==> src/design/btsbc_pkg.sv <==
package btsbc_pkg;

  localparam int SAMPLE_BITS_DEF = 24;
  localparam int COEF_BITS_DEF   = 32;
  localparam int GAIN_FRAC       = 25;
  localparam int COEF_N          = 10;
  localparam int CFG_IDX_W       = 3;
  localparam int CFG_DATA_W      = 64;

  typedef enum logic [CFG_IDX_W-1:0] {
    REG_BASS_B0_B1,
    REG_BASS_B2_A1,
    REG_BASS_A2,
    REG_TREBLE_B0_B1,
    REG_TREBLE_B2_A1,
    REG_TREBLE_A2,
    REG_OUT_GAIN
  } reg_idx_t;

  typedef enum logic [3:0] {
    C_LB0, C_LB1, C_LB2, C_LA1, C_LA2,
    C_HB0, C_HB1, C_HB2, C_HA1, C_HA2
  } coef_idx_t;

  typedef enum logic [3:0] {
    B_X, B_LX1, B_LX2, B_LY1, B_LY2, B_HX1, B_HX2, B_HY1, B_HY2
  } bsel_t;

  typedef enum logic [1:0] {ACC_NOP, ACC_LOAD, ACC_ADD, ACC_SUB} accop_t;

  typedef enum logic [1:0] {FIN_NONE, FIN_LOW, FIN_HIGH, FIN_OUT} fin_t;

  typedef enum logic [1:0] {HOLD_NONE, HOLD_IN, HOLD_OUT} hold_t;

  typedef enum logic [4:0] {
    ST_WAIT,
    ST_L0, ST_L1, ST_L2, ST_L3, ST_L4, ST_L5, ST_LFIN,
    ST_H0, ST_H1, ST_H2, ST_H3, ST_H4, ST_H5, ST_HFIN,
    ST_GAIN, ST_OUT
  } step_t;

  typedef struct packed {
    logic      mul_en;
    logic      a_gain;
    coef_idx_t a_idx;
    bsel_t     b_sel;
    accop_t    acc_op;
    logic      acc_sh8;
    fin_t      fin;
    hold_t     hold;
    logic      jump;
    step_t     tgt;
  } ctl_t;

  // Microprogram: a product issued in one step is accumulated in the next.
  function automatic ctl_t prog_word(input step_t s);
    ctl_t w;
    w = '{mul_en: 1'b0, a_gain: 1'b0, a_idx: C_LB0, b_sel: B_X, acc_op: ACC_NOP,
          acc_sh8: 1'b0, fin: FIN_NONE, hold: HOLD_NONE, jump: 1'b0, tgt: ST_WAIT};
    case (s)
      ST_WAIT: begin
        w.hold = HOLD_IN;
      end
      ST_L0: begin
        w.mul_en = 1'b1; w.a_idx = C_LB0; w.b_sel = B_X;
      end
      ST_L1: begin
        w.mul_en = 1'b1; w.a_idx = C_LB1; w.b_sel = B_LX1;
        w.acc_op = ACC_LOAD; w.acc_sh8 = 1'b1;
      end
      ST_L2: begin
        w.mul_en = 1'b1; w.a_idx = C_LB2; w.b_sel = B_LX2;
        w.acc_op = ACC_ADD; w.acc_sh8 = 1'b1;
      end
      ST_L3: begin
        w.mul_en = 1'b1; w.a_idx = C_LA1; w.b_sel = B_LY1;
        w.acc_op = ACC_ADD; w.acc_sh8 = 1'b1;
      end
      ST_L4: begin
        w.mul_en = 1'b1; w.a_idx = C_LA2; w.b_sel = B_LY2;
        w.acc_op = ACC_SUB;
      end
      ST_L5: begin
        w.acc_op = ACC_SUB;
      end
      ST_LFIN: begin
        w.fin = FIN_LOW;
      end
      ST_H0: begin
        w.mul_en = 1'b1; w.a_idx = C_HB0; w.b_sel = B_LY1;
      end
      ST_H1: begin
        w.mul_en = 1'b1; w.a_idx = C_HB1; w.b_sel = B_HX1;
        w.acc_op = ACC_LOAD;
      end
      ST_H2: begin
        w.mul_en = 1'b1; w.a_idx = C_HB2; w.b_sel = B_HX2;
        w.acc_op = ACC_ADD;
      end
      ST_H3: begin
        w.mul_en = 1'b1; w.a_idx = C_HA1; w.b_sel = B_HY1;
        w.acc_op = ACC_ADD;
      end
      ST_H4: begin
        w.mul_en = 1'b1; w.a_idx = C_HA2; w.b_sel = B_HY2;
        w.acc_op = ACC_SUB;
      end
      ST_H5: begin
        w.acc_op = ACC_SUB;
      end
      ST_HFIN: begin
        w.fin = FIN_HIGH;
      end
      ST_GAIN: begin
        w.mul_en = 1'b1; w.a_gain = 1'b1; w.b_sel = B_HY1;
      end
      ST_OUT: begin
        w.fin = FIN_OUT; w.hold = HOLD_OUT; w.jump = 1'b1; w.tgt = ST_WAIT;
      end
      default: begin
        w.jump = 1'b1; w.tgt = ST_WAIT;
      end
    endcase
    return w;
  endfunction

endpackage

==> src/design/bass_treble_shelf_biquad_cascade_top.sv <==
// Sequence: an item is accepted only in the wait step, then passes through
// eleven products issued one per cycle on one shared 33x32 multiplier, two
// drain steps, two rounding steps and the output step; out_tvalid rises on
// leaving the output step, which holds while an earlier result is not taken.
// Reset (synchronous, rst_n low): histories and coefficients clear, gain = unity,
// sequencer returns to its wait step, no result pending.
module bass_treble_shelf_biquad_cascade_top #(
  parameter int SAMPLE_BITS = btsbc_pkg::SAMPLE_BITS_DEF,
  parameter int COEF_BITS   = btsbc_pkg::COEF_BITS_DEF,
  parameter int DATA_W      = ((SAMPLE_BITS + 7) / 8) * 8
) (
  input  logic                             clk,
  input  logic                             rst_n,
  input  logic                             in_tvalid,
  output logic                             in_tready,
  input  logic [DATA_W-1:0]                in_tdata,   // [0] sample_in
  output logic                             out_tvalid,
  input  logic                             out_tready,
  output logic [DATA_W-1:0]                out_tdata,  // [0] sample_out
  input  logic                             cfg_valid,
  output logic                             cfg_ready,
  input  logic [btsbc_pkg::CFG_IDX_W-1:0]  cfg_index,
  input  logic [btsbc_pkg::CFG_DATA_W-1:0] cfg_data
);
  import btsbc_pkg::*;

  localparam int COEF_FRAC = COEF_BITS - 7;
  localparam int PW        = 65;
  localparam int ACC_W     = PW + 8 + 3;

  localparam logic signed [ACC_W-1:0] ACC_RND = ACC_W'(1) <<< (COEF_FRAC - 1);
  localparam logic signed [ACC_W-1:0] Y_MAX   = ACC_W'(32'h7FFF_FFFF);
  localparam logic signed [ACC_W-1:0] Y_MIN   = -Y_MAX - ACC_W'(1);
  localparam logic signed [PW-1:0]    G_RND   = PW'(1) <<< (GAIN_FRAC + 7);
  localparam logic signed [PW-1:0]    S_MAX   = (PW'(1) <<< (SAMPLE_BITS - 1)) - PW'(1);
  localparam logic signed [PW-1:0]    S_MIN   = -S_MAX - PW'(1);

  step_t step_r, step_nxt;
  ctl_t  ctl;
  logic  hold_now;
  logic  in_acc;

  logic signed [COEF_BITS-1:0]   coef_r [COEF_N];
  logic [31:0]                   gain_r;
  logic signed [SAMPLE_BITS-1:0] x_r, lx1_r, lx2_r;
  logic signed [31:0]            ly1_r, ly2_r, hx1_r, hx2_r, hy1_r, hy2_r;
  logic signed [PW-1:0]          prod_r;
  logic signed [ACC_W-1:0]       acc_r;
  logic                          out_tvalid_r;
  logic signed [SAMPLE_BITS-1:0] out_sample_r;

  logic signed [32:0]            op_a;
  logic signed [31:0]            op_b;
  logic signed [ACC_W-1:0]       addend, rnd_acc;
  logic signed [31:0]            y_sat;
  logic signed [PW-1:0]          g_rnd;
  logic signed [SAMPLE_BITS-1:0] g_sat;

  assign in_tready  = (step_r == ST_WAIT);
  assign in_acc     = in_tvalid && in_tready;
  assign cfg_ready  = 1'b1;
  assign out_tvalid = out_tvalid_r;
  assign out_tdata  = DATA_W'($unsigned(out_sample_r));

  // control word and hold condition
  always_comb begin
    ctl = prog_word(step_r);
    case (ctl.hold)
      HOLD_IN:  hold_now = !in_tvalid;
      HOLD_OUT: hold_now = out_tvalid_r && !out_tready;
      default:  hold_now = 1'b0;
    endcase
  end

  // next step
  always_comb begin
    if (hold_now) begin
      step_nxt = step_r;
    end else if (ctl.jump) begin
      step_nxt = ctl.tgt;
    end else begin
      step_nxt = step_t'(step_r + 5'd1);
    end
  end

  always_ff @(posedge clk) begin
    if (!rst_n) begin
      step_r <= ST_WAIT;
    end else begin
      step_r <= step_nxt;
    end
  end

  // operand selection
  always_comb begin
    if (ctl.a_gain) begin
      op_a = $signed({1'b0, gain_r});
    end else begin
      op_a = 33'(coef_r[ctl.a_idx]);
    end
    case (ctl.b_sel)
      B_X:     op_b = 32'(x_r);
      B_LX1:   op_b = 32'(lx1_r);
      B_LX2:   op_b = 32'(lx2_r);
      B_LY1:   op_b = ly1_r;
      B_LY2:   op_b = ly2_r;
      B_HX1:   op_b = hx1_r;
      B_HX2:   op_b = hx2_r;
      B_HY1:   op_b = hy1_r;
      B_HY2:   op_b = hy2_r;
      default: op_b = '0;
    endcase
  end

  // stage rounding and saturation, output rounding and saturation
  always_comb begin
    addend  = ctl.acc_sh8 ? (ACC_W'(prod_r) <<< 8) : ACC_W'(prod_r);
    rnd_acc = (acc_r + ACC_RND) >>> COEF_FRAC;
    if (rnd_acc > Y_MAX) begin
      y_sat = 32'sh7FFF_FFFF;
    end else if (rnd_acc < Y_MIN) begin
      y_sat = -32'sh7FFF_FFFF - 32'sd1;
    end else begin
      y_sat = rnd_acc[31:0];
    end
    g_rnd = (prod_r + G_RND) >>> (GAIN_FRAC + 8);
    if (g_rnd > S_MAX) begin
      g_sat = S_MAX[SAMPLE_BITS-1:0];
    end else if (g_rnd < S_MIN) begin
      g_sat = S_MIN[SAMPLE_BITS-1:0];
    end else begin
      g_sat = g_rnd[SAMPLE_BITS-1:0];
    end
  end

  // configuration registers
  always_ff @(posedge clk) begin
    if (!rst_n) begin
      for (int i = 0; i < COEF_N; i++) begin
        coef_r[i] <= '0;
      end
      gain_r <= 32'h0200_0000;
    end else if (cfg_valid && cfg_ready) begin
      case (cfg_index)
        REG_BASS_B0_B1: begin
          coef_r[C_LB0] <= cfg_data[32 +: COEF_BITS];
          coef_r[C_LB1] <= cfg_data[0 +: COEF_BITS];
        end
        REG_BASS_B2_A1: begin
          coef_r[C_LB2] <= cfg_data[32 +: COEF_BITS];
          coef_r[C_LA1] <= cfg_data[0 +: COEF_BITS];
        end
        REG_BASS_A2:    coef_r[C_LA2] <= cfg_data[0 +: COEF_BITS];
        REG_TREBLE_B0_B1: begin
          coef_r[C_HB0] <= cfg_data[32 +: COEF_BITS];
          coef_r[C_HB1] <= cfg_data[0 +: COEF_BITS];
        end
        REG_TREBLE_B2_A1: begin
          coef_r[C_HB2] <= cfg_data[32 +: COEF_BITS];
          coef_r[C_HA1] <= cfg_data[0 +: COEF_BITS];
        end
        REG_TREBLE_A2:  coef_r[C_HA2] <= cfg_data[0 +: COEF_BITS];
        REG_OUT_GAIN:   gain_r <= cfg_data[31:0];
        default: ;
      endcase
    end
  end

  // datapath without reset
  always_ff @(posedge clk) begin
    if (in_acc) begin
      x_r <= in_tdata[SAMPLE_BITS-1:0];
    end
    if (ctl.mul_en) begin
      prod_r <= op_a * op_b;
    end
    case (ctl.acc_op)
      ACC_LOAD: acc_r <= addend;
      ACC_ADD:  acc_r <= acc_r + addend;
      ACC_SUB:  acc_r <= acc_r - addend;
      default:  ;
    endcase
    if (ctl.fin == FIN_OUT && !hold_now) begin
      out_sample_r <= g_sat;
    end
  end

  // filter history and result flag
  always_ff @(posedge clk) begin
    if (!rst_n) begin
      lx1_r        <= '0;
      lx2_r        <= '0;
      ly1_r        <= '0;
      ly2_r        <= '0;
      hx1_r        <= '0;
      hx2_r        <= '0;
      hy1_r        <= '0;
      hy2_r        <= '0;
      out_tvalid_r <= 1'b0;
    end else begin
      case (ctl.fin)
        FIN_LOW: begin
          lx2_r <= lx1_r;
          lx1_r <= x_r;
          ly2_r <= ly1_r;
          ly1_r <= y_sat;
        end
        FIN_HIGH: begin
          hx2_r <= hx1_r;
          hx1_r <= ly1_r;
          hy2_r <= hy1_r;
          hy1_r <= y_sat;
        end
        default: ;
      endcase
      if (ctl.fin == FIN_OUT && !hold_now) begin
        out_tvalid_r <= 1'b1;
      end else if (out_tready) begin
        out_tvalid_r <= 1'b0;
      end
    end
  end

endmodule

==> config.mk <==
export PLATFORM = sky130hd
export DESIGN_NAME = bass_treble_shelf_biquad_cascade_top
export DESIGN_NICKNAME = d
export VERILOG_FILES = /design/src/design/btsbc_pkg.sv /design/src/design/bass_treble_shelf_biquad_cascade_top.sv
export SDC_FILE = /design/constraint.sdc
export NUM_CORES = 2
export LEC_CHECK = 0
export ABC_AREA = 1
export CELL_PAD_IN_SITES_DETAIL_PLACEMENT = 1
export CELL_PAD_IN_SITES_GLOBAL_PLACEMENT = 1
export CORE_MARGIN = 5
export CORE_UTILIZATION = 54
export CTS_CLUSTER_DIAMETER = 100
export DETAILED_ROUTE_END_ITERATION = 8
export DONT_BUFFER_PORTS = 1
export PLACE_DENSITY_LB_ADDON = 0.1
export SLEW_MARGIN = 20
export SYNTH_ARGS = -nofsm -noshare
export SYNTH_HDL_FRONTEND = slang
export SYNTH_SLANG_ARGS = --single-unit
==> constraint.sdc <==
create_clock -name clk -period 22.3 [get_ports clk]
set_input_delay 4.46 -clock clk [delete_from_list [all_inputs] [get_ports clk]]
set_output_delay 4.46 -clock clk [all_outputs]
set_load 0.05 [all_outputs]
# Word-level counts from Yosys, hierarchy flattened
# Memory sizes are Yosys's and may differ from the RTL's.
# Index checks and enable logic that the tools add are counted.
[word_totals]
register_bits = 467
latch_bits = 0
mem_bits_rw = 320
mem_bits_ro = 0
in_bits = 96
out_inout_bits = 27
elab_cells = 149
n_memories = 1
[op_classes]
addsub = 5
multipliers = 1
div_mod_pow = 0
n_lt_le_gt_ge = 4
eq_ne = 38
shift = 0
n_mux = 55
n_bitwise = 10
n_reduce_logical = 20
[mem_list]
columns = ["name", "depth", "width", "read_ports", "rd_clocked_by_memory_dff", "wr", "line_no", "text"]
rows = [
  ["coef_r", 10, 32, 1, 0, 10, "bass_treble_shelf_biquad_cascade_top.sv:43", "logic signed [COEF_BITS-1:0] coef_r [COEF_N];"],
]
[op_table]
columns = ["operator", "n"]
rows = [
  ["$mux W32", 12],
  ["$pmux W32 S9", 1],
  ["$pmux W76 S3", 1],
  ["$add A76 B26 Y76 const B", 1],
  ["$add A76 B73 Y76", 1],
  ["$sub A76 B73 Y76", 1],
  ["$mux W72", 1],
  ["$add A65 B34 Y65 const B", 1],
  ["$mul A33 B32 Y65", 1],
  ["$gt A51 B32 Y1 const B", 1],
  ["$lt A51 B32 Y1 const B", 1],
  ["$eq A5 B4 Y1 const B", 8],
  ["$pmux W4 S9", 1],
  ["$mux W33", 1],
  ["$gt A32 B24 Y1 const B", 1],
  ["$lt A32 B24 Y1 const B", 1],
  ["$pmux W4 S8", 1],
  ["$mux W1", 30],
  ["$mux W24", 1],
  ["$eq A5 B3 Y1 const B", 4],
  ["$eq A4 B3 Y1 const B", 4],
  ["$reduce_or A16 Y1", 1],
  ["$pmux W2 S3", 2],
  ["$reduce_or A11 Y1", 1],
  ["28 further kinds", 55],
]

# Longest topological paths before layout
[depth]
depth_word = 7
ltp_mapped = 50

# Least setup slack after synthesis
# OpenSTA, ideal clock, no wires.
[synth_timing]
kind = "register to register"
startpoint = "register step_r[0]"
endpoint = "register prod_r[58], data pin"
setup_ps = 259
arrival_time_ps = 9081
path_slack_ps = 12960
path_stages_with_launch = 40
period_less_slack_ps = 9340
path_cell_list = "dfxtp_1 ha_1 inv_1 nor2_1 ha_1 clkbuf_1 inv_1 nand2_1 nor2_1 nand2_1 nand2_1 inv_2 nand2_1 inv_2 clkbuf_1 a22oi_1 nand3_1 buf_2 (+4 left out) fa_1 fa_1 inv_1 fa_1 inv_1 fa_1 fa_1 inv_1 fa_1 inv_1 ha_1 a21oi_1 inv_1 a31oi_1 o21ai_0 a221oi_1 nand3_1 xor2_1"
[synth_via]
elab_chain_len = 6
[synth_rtl]
columns = ["item", "line_no", "text"]
rows = [
  ["start, declared", "bass_treble_shelf_biquad_cascade_top.sv:38", "step_t step_r, step_nxt;"],
  ["start signal, assigned", "bass_treble_shelf_biquad_cascade_top.sv:90", "step_r <= step_nxt;"],
  ["$eq A5 B4 Y1 or $eq A5 B3 Y1 (tied branches)", "btsbc_pkg.sv:60", "case (s)"],
  ["$reduce_or A2 Y1 (no line)", "n/a", ""],
  ["$pmux W4 S8", "btsbc_pkg.sv:60", ""],
  ["$eq A4 B4 Y1, or another cell as far along", "bass_treble_shelf_biquad_cascade_top.sv:101", "case (ctl.b_sel)"],
  ["$pmux W32 S9", "bass_treble_shelf_biquad_cascade_top.sv:101", ""],
  ["$mul A33 B32 Y65 *", "bass_treble_shelf_biquad_cascade_top.sv:175", "prod_r <= op_a * op_b;"],
  ["end signal, assigned", "bass_treble_shelf_biquad_cascade_top.sv:175", ""],
  ["end, declared", "bass_treble_shelf_biquad_cascade_top.sv:47", "logic signed [PW-1:0] prod_r;"],
]
# Mark *: on every way between the ends. The rest lies on a longest branch, timed or not.
# A chain may end at the register's enable or synchronous reset.

# Final worst setup path
[layout_timing]
startpoint = "register step_r[0]"
endpoint = "register prod_r[64], data pin"
# Same word-level chain as after synthesis.

==> metrics.md <==
| Metric | Value |
|---|---|
| Worst EP required | `22.72 ns` |
| Setup_tns | `0 ns` |
| Fin crit period | `12.39 ns` |
| Post-route ant nets | `0` |
| Hold Fails Final Rpt | `0` |
| Slowest stage cell on the critical path | `fa_1` |
| Worst Skew | `0.0660 ns` |
| Hold-fix buffers, CTS | `0` |
| Syn Area/Cell | `7.90 sq um` |
| Input/output buffers | `0` |
| Post-synthesis register bit count | `787` |
| Global-route wire length before repair | `497000 um` |
| Post-synth EDFFs | `509` |
| # rows | `144` |
| Root Buffer | `clkbuf_16` |
| Clock Sinks | `787` |
| Die area | `163000 sq um` |
| Initial antenna violation count | `10` |
| Placer Congestion | `0.996` |
| Final Cycle Share | `55.6%` |
| Vias | `73833` |
| R2r setup slk | `9.91 ns` |
| Buffers & Inverters on Critical Path | `8` |
| Number of remaining DRC errors | `0` |
| Setup violators final | `0` |
| Max cap viols | `0` |
| I/O Pins | `123` |
| Most used DFF post-synth | `edfxtp_1` |
| Tightest Hold Check Type | `reg -> reg` |
| Core Box Area | `154000 sq um` |
| Worst stage delay on the critical path | `1.04 ns` |
| Reg clk slew, reported paths | `0.06 ns` |
| GRT Util Overall | `40.4%` |
| Tightest Pin Transition | `1.23 ns` |
| H-tree Lvls | `3` |
| Seq/Total Area, Yosys | `25.0%` |
| Crit path max-delay family | `adder cells` |
| Placed wire-length estimate | `251000 um` |
| Setup crit end kind | `flip-flop` |
| Total gr overflow | `0` |
| Netlist Area Pre-Place | `83500 sq um` |
| Pin count of the biggest net entering global routing | `225` |
| Initial core utilization | `54.3%` |
| Slew Limit Fails | `0` |
| RSZ-0062 raised after global routing | `no` |
| Fmax | `80.7 MHz` |
| Mux contribution to synthesized area | `0.395%` |
| CTS buffer count | `91` |
| CTS tree | `built` |
| Die X | `403 um` |
| WS Path Type | `reg -> reg` |
| XOR/XNOR Fraction of Synth Area | `2.67%` |
| Synth Area in Compound Gates | `9.33%` |
| Headroom to the max-slew limit | `18.1%` |
| Clk_lat worst skew | `0.75 ns` |
| Initial DRC Count | `6784` |
| Fill cell count | `18885` |
| Deepest clock path buffer count | `3` |
| Number of setup buffers added after CTS | `0` |
| CP Max Fanout | `73` |
| Synthesized instance count | `10573` |
| Avg WL per Cell | `26.4 um` |
| Post-synthesis net count | `12051` |
| Total iterations of the first detailed-routing run | `7` |
| Simple-gate share of the synthesized area | `19.0%` |
| Post-Synth Adder-Cell Area | `30.7%` |
| Die height | `403 um` |
| Synth unique cells | `64` |
| Resized cells post-CTS | `0` |
| Status | `finished clean` |
| Arr. time, crit path | `12.81 ns` |
| YS warnings | `0` |
| Share of layout cells above drive strength 1 | `3.81%` |
| Share of flip-flops with an asynchronous set or reset | `0%` |
| Vias in the first global route | `81865` |
| Via/cell ratio | `5.93` |
| Post-Route WL | `329000 um` |
| Crit start category | `flip-flop` |
| Largest family of logic cells by synthesized area | `adder cells` |
| NumNets Final | `11806` |
| Layout area overhead | `5.52%` |
| Most common cell on crit path | `nand2_1` |
==> path summary, 6_finish.rpt <==
check / endpoint / from / cells after the start
setup reg to reg: prod_r[64]$_DFFE_PP_ / step_r[0]$_SDFFE_PN0N_ / 40
hold / removal: ly2_r[23]$_SDFFE_PN0N_ / ly2_r[23]$_SDFFE_PN0N_ / 2
setup / recovery: prod_r[64]$_DFFE_PP_ / step_r[0]$_SDFFE_PN0N_ / 40
hold reg to reg: ly2_r[23]$_SDFFE_PN0N_ / ly2_r[23]$_SDFFE_PN0N_ / 2
==> tightest hold or removal path, cell delays in order, from the launching register on <==
cell,delay (ns)
dfxtp_1,0.30
inv_1,0.06
a21oi_1,0.05
==> cell usage after synthesis, types with 187 or more instances <==
master	number	area share [%]
fa_1	1113	27
nor2_1	1138	5.1
buf_2	223	1.3
edfxtp_1	509	18
inv_1	2299	10
xor2_1	187	2.0
nand3_1	337	2.0
dfxtp_1	278	6.7
o21ai_0	531	3.2
ha_1	269	4.0
nand2_1	2289	10
a21oi_1	458	2.7
==> layout make-up <==
| cell class | count | area [sq um] | share of cell area (%) |
|---|---|---|---|
| multi-input cells | 7011 | 52000 | 59.0 |
| flip-flops and latches | 787 | 20900 | 23.7 |
| inverters | 2326 | 8730 | 9.91 |
| well taps | 2044 | 2560 | 2.90 |
| clock buffers | 116 | 2450 | 2.78 |
| repair buffers | 111 | 846 | 0.960 |
| clock inverters | 56 | 708 | 0.803 |
| diodes | 4 | 10.0 | 0.0114 |
==> layout by cell type (no fill, tap or decap), drive strengths merged, types with 49 or more instances in the layout <==
master / count
nor2: 1151
edfxtp: 509
a221oi: 49
a21oi: 460
inv: 2330
clkbuf: 116
xnor2: 68
nand4: 79
buf: 111
a31oi: 57
o21ai: 588
fa: 1113
nor3: 63
nand2: 2295
ha: 269
dfxtp: 278
nand3: 339
xor2: 187
==> metrics by stage <==
stage	utilization [%]	instances	hold WS, ns	setup slack (ns)	instance area [sq um]
after floorplan	-	10573	0.425	12.96	83500
after global placement	55.2	12276	0.436	10.72	84900
after detailed placement	55.2	12278	0.448	10.23	85000
after CTS	57.3	12450	0.456	9.99	88100
after global routing	57.3	12453	0.478	9.29	88100
final	57.3	12455	0.456	9.91	88100
==> layer usage <==
metal | vias up | share of wire [%] | GRT usage, %
met4 | 8 | 9.1 | 29.4
met2 | 3442 | 47 | 67.1
li1 | 31731 | - | -
met5 | - | 0.015 | 0
met3 | 1306 | 7.2 | 6.26
met1 | 37346 | 36 | 47.7
==> kinds of logic (layout without fill, tap and decap cells) <==
kind of cell	Yosys count	in the layout
fa+ha+maj	1382	1382
other cells	1	5
flops	787	787
simple gates	3975	3975
compound gates	1365	1365
buf+inv	2775	2609
xor+xnor	255	255
mux	33	33
==> flip-flops by register name, summed over array words and instances (netlist names) <==
| signal | count |
|---|---|
| gain_r | 32 |
| out_tdata | 24 |
| ly1_r | 32 |
| step_r | 5 |
| prod_r | 65 |
| x_r | 24 |
| out_tvalid | 1 |
| acc_r | 76 |
| lx2_r | 24 |
| hy1_r | 32 |
| ly2_r | 32 |
| hx2_r | 32 |
| hy2_r | 32 |
| lx1_r | 24 |
| coef_r | 320 |
| hx1_r | 32 |
Power is left out: the tool's default activity adds up to more than one toggle a clock period on the data nets, which glitch-free logic cannot reach.
